**src/rtl/nwps_pkg.sv**
```systemverilog
// Package for the nibble wildcard pattern scan block.
// Holds register indexes, pattern storage sizes and parameter defaults.
// No dependencies.
package nwps_pkg;

	// pattern storage is fixed by the register map: 16 bytes, 2 care bits each
	localparam int PAT_STORE_BYTES = 16;
	localparam int PAT_BITS        = PAT_STORE_BYTES * 8;
	localparam int CARE_BITS       = PAT_STORE_BYTES * 2;
	localparam int LEN_REG_W       = 5;
	localparam int OCC_W           = 16;
	localparam int ADDR_W          = 64;
	localparam int OFFSET_W        = 32;
	localparam int MPOS_W          = 32;
	localparam int CFG_IDX_W       = 3;
	localparam int CFG_DATA_W      = 64;

	localparam int PATTERN_BYTES_DEF = 16;
	localparam int POSITION_BITS_DEF = 32;

	typedef enum logic [CFG_IDX_W-1:0] {
		REG_PATTERN_LOW   = 3'd0,
		REG_PATTERN_HIGH  = 3'd1,
		REG_CARE_MASK     = 3'd2,
		REG_PATTERN_LEN   = 3'd3,
		REG_OCCURRENCE    = 3'd4,
		REG_BASE_ADDRESS  = 3'd5,
		REG_RESULT_OFFSET = 3'd6
	} cfg_reg_t;

endpackage

```
**src/rtl/nibble_wildcard_pattern_scan_top.sv**
```systemverilog
// Top level of the nibble wildcard pattern scan.
// Holds the config registers, byte window, match counters and result register.
// Depends on nwps_pkg and nwps_match.
//
// Takes one byte per clock and gives at most one result per scan: the match
// selected by occurrence_index (found = 1, address = base + start + offset),
// or a not-found result on the byte flagged last_byte. An accepted byte is
// registered in the compare stage and compared against the pattern there; its
// result, if any, is registered in the result register. Sustained throughput is
// one byte per cycle as long as the output is not stalled. The compare stage
// holds a byte while the result register is full and stalled, and the input
// stalls only then. Configuration writes are always taken and are meant to
// happen between scans.
module nibble_wildcard_pattern_scan_top
	import nwps_pkg::*;
#(
	parameter int PATTERN_BYTES = PATTERN_BYTES_DEF,
	parameter int POSITION_BITS = POSITION_BITS_DEF
) (
	input  logic                  clk,
	input  logic                  arst_n,

	input  logic                  cfg_valid,
	output logic                  cfg_ready,
	input  logic [CFG_IDX_W-1:0]  cfg_index,
	input  logic [CFG_DATA_W-1:0] cfg_data,

	input  logic                  in_valid,
	output logic                  in_stall,
	input  logic [7:0]            data_byte,
	input  logic                  last_byte,

	output logic                  out_valid,
	input  logic                  out_stall,
	output logic                  found,
	output logic [ADDR_W-1:0]     match_address,
	output logic [MPOS_W-1:0]     match_position
);

	localparam int LEN_W = $clog2(PATTERN_BYTES + 1);
	localparam logic [LEN_W-1:0] P_LEN = LEN_W'(PATTERN_BYTES);

	// config registers
	logic [63:0]          pat_low_q;
	logic [63:0]          pat_high_q;
	logic [CARE_BITS-1:0] care_q;
	logic [LEN_REG_W-1:0] plen_q;
	logic [OCC_W-1:0]     occ_q;
	logic [ADDR_W-1:0]    base_q;
	logic [OFFSET_W-1:0]  offset_q;

	// compare stage
	logic                            valid_s1;
	logic                            last_s1;
	logic [PATTERN_BYTES-1:0][7:0]   win_s1;
	logic [LEN_W-1:0]                fill_s1;
	logic [POSITION_BITS-1:0]        pos_s1;

	// scan state
	logic [OCC_W-1:0] seen_q;
	logic             reported_q;

	// result register
	logic              out_valid_q;
	logic              found_q;
	logic [ADDR_W-1:0] addr_q;
	logic [MPOS_W-1:0] mpos_q;

	logic                     in_acc;
	logic                     proc;
	logic [LEN_W-1:0]         eff_len;
	logic                     hit;
	logic                     report;
	logic                     emit;
	logic [POSITION_BITS-1:0] start;

	assign cfg_ready = 1'b1;

	always_ff @(posedge clk or negedge arst_n) begin
		if (!arst_n) begin
			pat_low_q  <= '0;
			pat_high_q <= '0;
			care_q     <= '0;
			plen_q     <= LEN_REG_W'(1);
			occ_q      <= '0;
			base_q     <= '0;
			offset_q   <= '0;
		end else if (cfg_valid && cfg_ready) begin
			unique case (cfg_index)
				REG_PATTERN_LOW:   pat_low_q  <= cfg_data;
				REG_PATTERN_HIGH:  pat_high_q <= cfg_data;
				REG_CARE_MASK:     care_q     <= cfg_data[CARE_BITS-1:0];
				REG_PATTERN_LEN:   plen_q     <= cfg_data[LEN_REG_W-1:0];
				REG_OCCURRENCE:    occ_q      <= cfg_data[OCC_W-1:0];
				REG_BASE_ADDRESS:  base_q     <= cfg_data;
				REG_RESULT_OFFSET: offset_q   <= cfg_data[OFFSET_W-1:0];
				default: ;
			endcase
		end
	end

	// compare stage advances when the result register can take its output
	assign proc     = valid_s1 && (!out_valid_q || !out_stall);
	assign in_stall = valid_s1 && !proc;
	assign in_acc   = in_valid && !in_stall;

	assign eff_len = (32'(plen_q) > 32'(PATTERN_BYTES)) ? P_LEN : LEN_W'(plen_q);

	// window shifts at accept; last_s1 still flags the previous request,
	// and resets high so the first byte starts a fresh scan
	always_ff @(posedge clk or negedge arst_n) begin
		if (!arst_n) begin
			valid_s1 <= 1'b0;
			last_s1  <= 1'b1;
			fill_s1  <= '0;
			pos_s1   <= '0;
		end else begin
			if (in_acc) begin
				valid_s1 <= 1'b1;
				last_s1  <= last_byte;
				if (last_s1) begin
					fill_s1 <= LEN_W'(1);
					pos_s1  <= '0;
				end else begin
					fill_s1 <= (fill_s1 == P_LEN) ? P_LEN : fill_s1 + LEN_W'(1);
					pos_s1  <= pos_s1 + POSITION_BITS'(1);
				end
			end else if (proc) begin
				valid_s1 <= 1'b0;
			end
		end
	end

	always_ff @(posedge clk) begin
		if (in_acc) begin
			for (int i = PATTERN_BYTES - 1; i > 0; i--) begin
				win_s1[i] <= win_s1[i-1];
			end
			win_s1[0] <= data_byte;
		end
	end

	nwps_match #(
		.PATTERN_BYTES(PATTERN_BYTES),
		.LEN_W        (LEN_W)
	) u_match (
		.win    (win_s1),
		.len    (eff_len),
		.fill   (fill_s1),
		.pattern({pat_high_q, pat_low_q}),
		.care   (care_q),
		.hit    (hit)
	);

	assign report = hit && !reported_q && (seen_q == occ_q);
	assign emit   = report || (last_s1 && !reported_q);
	assign start  = pos_s1 - POSITION_BITS'(eff_len) + POSITION_BITS'(1);

	always_ff @(posedge clk or negedge arst_n) begin
		if (!arst_n) begin
			seen_q     <= '0;
			reported_q <= 1'b0;
		end else if (proc) begin
			if (last_s1) begin
				seen_q     <= '0;
				reported_q <= 1'b0;
			end else if (report) begin
				reported_q <= 1'b1;
			end else if (hit && !reported_q && seen_q != {OCC_W{1'b1}}) begin
				seen_q <= seen_q + OCC_W'(1);
			end
		end
	end

	always_ff @(posedge clk or negedge arst_n) begin
		if (!arst_n) begin
			out_valid_q <= 1'b0;
		end else if (proc && emit) begin
			out_valid_q <= 1'b1;
		end else if (!out_stall) begin
			out_valid_q <= 1'b0;
		end
	end

	always_ff @(posedge clk) begin
		if (proc && emit) begin
			found_q <= report;
			if (report) begin
				addr_q <= base_q + ADDR_W'(start) + ADDR_W'(offset_q);
				mpos_q <= MPOS_W'(start);
			end else begin
				addr_q <= '0;
				mpos_q <= '0;
			end
		end
	end

	assign out_valid      = out_valid_q;
	assign found          = found_q;
	assign match_address  = addr_q;
	assign match_position = mpos_q;

	a_notfound_zero: assert property (@(posedge clk) disable iff (!arst_n)
		out_valid && !found |-> match_address == '0 && match_position == '0)
		else $error("not-found result carries nonzero address or position");

	a_stall_only_held: assert property (@(posedge clk) disable iff (!arst_n)
		in_stall |-> valid_s1 && out_valid_q && out_stall)
		else $error("input stalled without a held request");

	a_scan_restart: assert property (@(posedge clk) disable iff (!arst_n)
		proc && last_s1 |=> seen_q == '0 && !reported_q)
		else $error("scan state not cleared after last byte");

endmodule

```
**src/rtl/nwps_match.sv**
```systemverilog
// Window compare for the nibble wildcard pattern scan.
// Checks the newest len window bytes against the pattern, nibble by nibble.
// Depends on nwps_pkg.
module nwps_match
	import nwps_pkg::*;
#(
	parameter int PATTERN_BYTES = PATTERN_BYTES_DEF,
	parameter int LEN_W         = $clog2(PATTERN_BYTES + 1)
) (
	input  logic [PATTERN_BYTES-1:0][7:0] win,
	input  logic [LEN_W-1:0]              len,
	input  logic [LEN_W-1:0]              fill,
	input  logic [PAT_BITS-1:0]           pattern,
	input  logic [CARE_BITS-1:0]          care,
	output logic                          hit
);

	localparam int IDX_W = (PATTERN_BYTES > 1) ? $clog2(PATTERN_BYTES) : 1;

	logic [PATTERN_BYTES-1:0][7:0] pbyte;
	logic [PATTERN_BYTES-1:0][7:0] pcare;
	logic [PATTERN_BYTES-1:0]      lane_ok;

	// bytes past the stored pattern are full wildcards
	for (genvar k = 0; k < PATTERN_BYTES; k++) begin : g_pat
		if (k < PAT_STORE_BYTES) begin : g_store
			assign pbyte[k] = pattern[8*k +: 8];
			assign pcare[k] = {{4{care[2*k+1]}}, {4{care[2*k]}}};
		end else begin : g_wild
			assign pbyte[k] = 8'h00;
			assign pcare[k] = 8'h00;
		end
	end

	// pattern byte k lines up with window slot len-1-k (slot 0 is newest)
	always_comb begin
		int   idx;
		logic [7:0] d;
		idx = 0;
		d   = 8'h00;
		for (int k = 0; k < PATTERN_BYTES; k++) begin
			lane_ok[k] = 1'b1;
			if (k < int'(len)) begin
				idx        = int'(len) - 1 - k;
				d          = win[idx[IDX_W-1:0]];
				lane_ok[k] = ((d ^ pbyte[k]) & pcare[k]) == 8'h00;
			end
		end
	end

	assign hit = (len != '0) && (fill >= len) && (&lane_ok);

endmodule
```
**config.mk**
```make
export PLATFORM = sky130hd
export DESIGN_NAME = nibble_wildcard_pattern_scan_top
export DESIGN_NICKNAME = d
export VERILOG_FILES = /design/src/rtl/nwps_pkg.sv /design/src/rtl/nibble_wildcard_pattern_scan_top.sv /design/src/rtl/nwps_match.sv
export SDC_FILE = /design/constraint.sdc
export NUM_CORES = 1
export LEC_CHECK = 0
export BUFFER_PORTS_ARGS = -buffer_cell sky130_fd_sc_hd__buf_4
export CORE_AREA = 2 2 303 305
export DETAILED_ROUTE_END_ITERATION = 10
export DIE_AREA = 0 0 305 307
export SYNTH_ARGS = -nofsm -noshare
export SYNTH_HDL_FRONTEND = slang
export SYNTH_SLANG_ARGS = --single-unit
```
**constraint.sdc**
```tcl
create_clock -name clk -period 26.7 [get_ports clk]
set_input_delay 1.335 -clock clk [delete_from_list [all_inputs] [get_ports clk]]
set_output_delay 1.335 -clock clk [all_outputs]
set_load 0.1 [all_outputs]
```
### Word-level counts from Yosys, hierarchy flattened

Cells that the tools add are included.
W data, S select, Z words.

| storage, ports and cells | value |
|---|---|
| bits in registers | 559 |
| output and inout port bits | 100 |

| cells by class | value |
|---|---|
| $add $sub $neg | 23 |
| magnitude comparators | 34 |
| equality and inequality tests | 11 |
| multiplexer cells | 61 |
| bitwise gates (word level) | 32 |
| reductions and logical operators | 48 |

Operators with widths:

| cell | number |
|---|---|
| $bmux W8 S4 | 16 |
| $add A64 B32 Y64 | 2 |
| $and A8 B8 Y8 | 16 |
| $logic_not A8 Y1 | 16 |
| $mux W8 | 16 |
| $xor A8 B8 Y8 | 16 |
| $lt A4 B5 Y1 const B | 16 |
| $add A32 B1 Y32 const B | 2 |
| $mux W16 | 3 |
| $lt A4 B5 Y1 const A | 8 |
| $mux W32 | 1 |
| $sub A32 B5 Y32 | 1 |
| $sub A4 B4 Y4 const B | 8 |
| $mux W1 | 22 |
| $lt A3 B5 Y1 const A | 4 |
| $add A16 B1 Y16 const B | 1 |
| $eq A16 B16 Y1 | 1 |
| $ne A16 B16 Y1 const B | 1 |
| $reduce_and A16 Y1 | 1 |
| $reduce_and A2 Y1 | 8 |
| $sub A4 B3 Y4 const B | 4 |
| $mux W5 | 3 |
| $logic_and A1 B1 Y1 | 10 |
| $lt A1 B5 Y1 const A | 2 |
| 18 further kinds | 31 |

### Logic depth before layout (Yosys ltp)

| logic depth | value |
|---|---|
| depth in word-level cells | 17 |
| depth in mapped cells | 39 |

### Modules after synthesis

Synthesis repeated with hierarchy kept, for this count alone.

| second synthesis, totals | value |
|---|---|
| cells, all modules | 2955 |
| area total of the unflattened synthesis | 34583.2 um^2 |

By module, submodules not included:

| module | times used | cells each | area an instance (um^2) | sequential area each (um^2) |
|---|---|---|---|---|
| nibble_wildcard_pattern_scan_top | 1 | 1910 | 25436.9 | 15117.0 |
| nwps_match | 1 | 1045 | 9146.3 | 0.0 |

### Least setup slack after synthesis

OpenSTA, ideal clock, no wires.

| path | value |
|---|---|
| path kind | register to register |
| start point | register plen_q[4] |
| end point | register found_q, in the netlist found, enable pin |
| data arrival time | 10.386 ns |
| setup slack | 15.727 ns |
| stages on the path, launching flop included | 25 |
| path through | dfrtp_1 buf_6 nand2b_1 buf_6 buf_6 buf_6 buf_2 buf_1 ha_1 xnor2_2 clkbuf_1 buf_1 ha_1 clkbuf_1 inv_1 clkbuf_1 mux4_2 mux2i_1 xnor2_1 a41oi_1 nor3_1 nand4_1 and4b_1 o211ai_1 a21oi_1 |

| on the way | value |
|---|---|
| cells in the longest elaborated chain, start to end | 16 |
| elaborated cells on any way between the ends | 139 |

Ends and longest elaborated chain:

| what | line | text |
|---|---|---|
| from (decl) | nibble_wildcard_pattern_scan_top.sv:47 | `logic [LEN_REG_W-1:0] plen_q;` |
| from (signal assigned) | nibble_wildcard_pattern_scan_top.sv:93 | `REG_PATTERN_LEN: plen_q <= cfg_data[LEN_REG_W-1:0];` |
| $gt A5 B5 Y1 | nibble_wildcard_pattern_scan_top.sv:107 | `assign eff_len = (32'(plen_q) > 32'(PATTERN_BYTES)) ? P_LEN : LEN_W'(plen_q);` |
| $mux W5 (*) | nibble_wildcard_pattern_scan_top.sv:107 |  |
| $sub A4 B1 Y4 | nwps_match.sv:44 | `idx = int'(len) - 1 - k;` |
| $sub A4 B2 Y4 (tied with other cells) | nwps_match.sv:44 |  |
| $bmux W8 S4 | nwps_match.sv:45 | `d = win[idx[IDX_W-1:0]];` |
| $mux W8 (implied by the code) | nwps_match.sv:45 |  |
| $xor A8 B8 Y8 | nwps_match.sv:46 | `lane_ok[k] = ((d ^ pbyte[k]) & pcare[k]) == 8'h00;` |
| $and A8 B8 Y8 | nwps_match.sv:46 |  |
| $logic_not A8 Y1 | nwps_match.sv:46 |  |
| $mux W1 | nwps_match.sv:43 | `if (k < int'(len)) begin` |
| $reduce_and A16 Y1 | nwps_match.sv:51 | `assign hit = (len != '0) && (fill >= len) && (&lane_ok);` |
| $logic_and A1 B1 Y1 (*) | nwps_match.sv:51 |  |
| $logic_and A1 B1 Y1 (*) (2 in series) | nibble_wildcard_pattern_scan_top.sv:155 | `assign report = hit && !reported_q && (seen_q == occ_q);` |
| $logic_or A1 B1 Y1 (*) | nibble_wildcard_pattern_scan_top.sv:156 | `assign emit = report \|\| (last_s1 && !reported_q);` |
| $logic_and A1 B1 Y1 (*) | nibble_wildcard_pattern_scan_top.sv:186 | `if (proc && emit) begin` |
| to (signal assigned) | nibble_wildcard_pattern_scan_top.sv:187 | `found_q <= report;` |
| to (decl) | nibble_wildcard_pattern_scan_top.sv:65 | `logic found_q;` |

Every way passes the cells marked *; elsewhere a longest branch is shown, timed or not. The select of a mux whose other input is x is not followed.
A chain may end at the register's enable or synchronous reset.

### Worst setup path after layout

| path | value |
|---|---|
| start point | register plen_q[1] |
| end point | register addr_q[63], in the netlist match_address[63] (data pin) |

| on the way | value |
|---|---|
| elaborated cells on any way between the ends | 141 |

RTL lines:

| what | line | text |
|---|---|---|
| $gt A5 B5 Y1 | nibble_wildcard_pattern_scan_top.sv:107 |  |
| $mux W5 (*) | nibble_wildcard_pattern_scan_top.sv:107 |  |
| $sub A32 B5 Y32 (*) | nibble_wildcard_pattern_scan_top.sv:157 | `assign start = pos_s1 - POSITION_BITS'(eff_len) + POSITION_BITS'(1);` |
| $add A32 B1 Y32 (*) | nibble_wildcard_pattern_scan_top.sv:157 |  |
| named net start[9] | nibble_wildcard_pattern_scan_top.sv:75 | `logic [POSITION_BITS-1:0] start;` |
| $add A64 B32 Y64 (*) (2 in series) | nibble_wildcard_pattern_scan_top.sv:189 | `addr_q <= base_q + ADDR_W'(start) + ADDR_W'(offset_q);` |
| to (signal assigned) | nibble_wildcard_pattern_scan_top.sv:189 |  |
| to (decl) | nibble_wildcard_pattern_scan_top.sv:66 | `logic [ADDR_W-1:0] addr_q;` |

The timed path passes the listed nets; every way through them passes the cells marked *. The select of a mux whose other input is x is not followed.

==> summary.md <==
| Metric | Value |
|---|---|
| Worst min path class | register to register |
| Adder-Cell Fraction of Synth Area | ~5.9% |
| Min cycle time layout | 8884 ps |
| Post-synth top flop | dfrtp_1 |
| Initial Utilization | between 30% and 40% |
| Leak | 0.01660 µW |
| Clk pin slew, worst setup/hold paths | about 60 ps |
| Post-synthesis async set-or-reset flop share | roughly three fifths |
| TritonCTS clock tree | built |
| Port Buffer Count | between 150 and 200 |
| Routed len/inst | roughly 25 µm |
| Final wirelength | ~110000 µm |
| Yosys cell types | 96 |
| Syn Nets | approximately 3300 |
| FILL cells | 8402 |
| Worst skew pair latency | approximately 630 ps |
| Root Buffer | clkbuf_16 |
| Clock Tree Buf Depth | 3 |
| # DRC | 0 |
| Sequential element share of the synthesized area | 42.25% |
| Vias per cell | 5.898 |
| Final net count | 3388 |
| Synth Area in Compound Gates | 9.448% |
| Synth Area in XOR/XNOR | under 10% |
| Mux cell area share after synthesis | 23.82% |
| Maxcap violations | 0 |
| Pin count of the biggest net entering global routing | 89 |
| First-pass GRT wire length | around 170000 µm |
| Total GRT Usage | about a quarter |
| Final hold viol count | 0 |
| CTS sink cnt | around 560 |
| Tcrit/Tclk final | 33.27% |
| Crit end category | register |
| Setup-failing EPs final | 0 |
| Worst setup SP type | register |
| Cts bufs inserted | between 60 and 70 |
| Syn avg cell area | ~12 µm² |
| Synthesized area | around 0.036 mm² |
| Remaining global-route overflow | 0 |
| Routed vias | between 20000 and 30000 |
| Antenna Nets Post-Route | 0 |
| Area delta synth->final | 13.05% |
| Slew at the pin closest to its max-slew limit | ~1300 ps |
| Htree depth | 3 |
| Row count | ~110 |
| Most frequent cells in the layout | dfrtp_1, mux2_2, mux2i_1 |
| Post-synthesis cell count | between 3000 and 4000 |
| Setup_tns | 0 ps |
| Initial antenna violation count | 4 |
| Core area | between 0.09 and 0.1 mm² |
| Initial drt markers | 2779 |
| Peak VDD IR | 0.00006561 V |
| Post-CTS setup buffers | 0 |
| Die area | ~0.094 mm² |
| Vias in the first global route | ~25000 |
| Placer Congestion | 0.9705 |
| Post-synth EDFFs | 225 |
| Max-slew headroom | roughly 14% |
| # IOs | ~180 |
| Ant. Diodes | 0 |
| Max-slew violations | 0 |
| Width of the die | slightly above 300 µm |
| DIE HEIGHT | between 300 and 400 µm |
| Post-synthesis register bit count | approximately 560 |
| Multi-input logic area | about 0.020 mm² |
| Most common library cell in the layout ignoring fill and taps | dfrtp_1 |
| Post-CTS Hold Buffers | 0 |
| Worst Skew | roughly 37 ps |
| Fmax | 0.1126 GHz |
| Fraction of layout cells with a size suffix above 1 | 23.86% |
| Pre-antenna DRT Iters | 5 |
| Final HPWL DP | 81090 µm |
| Post_cts resized | 0 |
| RSZ-0062 raised after global routing | no |
| CP Data Arrival Time | a little over 9000 ps |
| Warnings, synthesis | 0 |
| Sequential cell area | 0.01512 mm² |
| P per Cell Area | approximately 110 mW/mm² |
| Worst EP required | between 20000 and 30000 ps |
| Pwr Total | roughly 4600 µW |
| Crit Path Class | register to register |
| Largest family of logic cells by synthesized area | multiplexers |
| Critical Path Fanout Max | 42 |
| Simple-gate area share of the yosys netlist | ~9.1% |
| Status | finished clean |
-- through the flow --
stage	hold slack, ps	cell area [µm²]	setup slack [ps]	cells	util [%]
6_report	501.6	40450	17820	4396	44.60
5_1_grt	509.7	40450	17310	4396	44.60
4_1_cts	496.7	40450	17890	4396	44.60
3_5_place_dp	482.9	38240	17950	4276	42.16
3_3_place_gp	482.6	38240	18150	4276	42.16
2_1_floorplan	424.4	35780	15730	3032	-
-- report_power, final --
part	internal (µW)	leakage (µW)	switching, µW	total, µW
sequential	1030	0.00624	145	1170
clock	557	0.00108	372	929
combinational	1050	0.00927	1480	2520
-- critical path, stage by stage, from the launching register on --
cell and delay [ps]:
dfrtp_1 840, nand2b_2 210, inv_2 90, buf_4 590
ha_1 230, inv_1 40, ha_1 220, fa_1 400
a21o_1 180, a21oi_1 220, nand2b_1 200, a21oi_1 90
a21oi_1 220, xnor2_1 180, fa_1 460, ha_1 380
nand3_1 110, a2111oi_0 780, nor4_1 190, o31ai_1 540
a21oi_1 260, o21ai_0 470, a311o_1 650, and3_1 410
nand2_1 200, nor3_1 210, xnor2_1 140, nor2_1 50
-- layer usage --
layer	up-vias	global-route usage [%]	share of wire, %
li1	11580	-	-
met1	13120	32.16	43
met2	1012	36.14	45
met3	217	5.017	8.0
met4	0	9.728	4.5
met5	-	0	0
-- cell families after synthesis --
| group | Yosys count |
|---|---|
| multiplexers | 666 |
| AO/OA/AOI/OAI | 500 |
| other | 1 |
| adder cells (fa/ha/maj) | 148 |
| AND/OR/NAND/NOR | 640 |
| buffers and inverters | 269 |
| XOR/XNOR | 249 |
| flip-flops | 559 |
-- Yosys cell counts, drive strengths merged, types with 9 or more instances --
master    n  share of area [%]
fa       34                1.9
xor2    102                2.5
edfxtp  225                 19
a22oi    27               0.57
and3     31               0.54
a21o     50                1.0
nand4    38               0.66
o22ai    13               0.23
o31ai    12               0.27
a211oi   13               0.27
xnor2   147                3.6
nor3b    21               0.44
nand3    61               0.85
mux2    283                8.9
a41oi     9               0.22
nand2   129                1.4
mux2i   263                7.4
nor2b    30               0.52
nor3     33               0.46
inv     101                1.1
a31oi    26               0.45
mux4    120                7.6
a21oi   104                1.5
o22a     13               0.32
nor4     15               0.26
nor2    164                1.7
buf      82                1.4
dfrtp   332                 23
and2     36               0.63
nand2b   25               0.44
o211ai   18               0.38
o21bai   13               0.30
or3      16               0.28
ha      114                4.0
a211o     9               0.22
o21ai   100                1.4
clkbuf   83               0.87
-- registers in the layout, summed over array words and instances, names as in the netlist, 64 cells and up --
name           count
win_s1           128
pat_low_q         64
match_address     64
base_q            64
pat_high_q        64
-- area by class of cell --
| type | count | share of cell area (%) |
|---|---|---|
| Clock buffer | 93 | 4.797 |
| Sequential cell | 559 | 37.38 |
| Inverter | 104 | 0.9836 |
| Clock inverter | 27 | 0.6743 |
| Timing Repair Buffer | 223 | 4.157 |
| Tap cell | 1186 | 3.668 |
| Multi-Input combinational cell | 2204 | 48.34 |
-- worst paths after layout --
kind                            depth (start not counted)         from  slack (ps)           endpoint
min in group asynchronous                               1       arst_n         760         base_q[26]
worst min-delay path                                    1  offset_q[8]         500        offset_q[8]
worst max register to register                         27    plen_q[1]       17820  match_address[63]
worst max-delay path                                   27    plen_q[1]       17820  match_address[63]
worst min register to register                          1  offset_q[8]         500        offset_q[8]
max in group asynchronous                               4       arst_n       22980         base_q[57]
(Power assumes the default switching activity.)
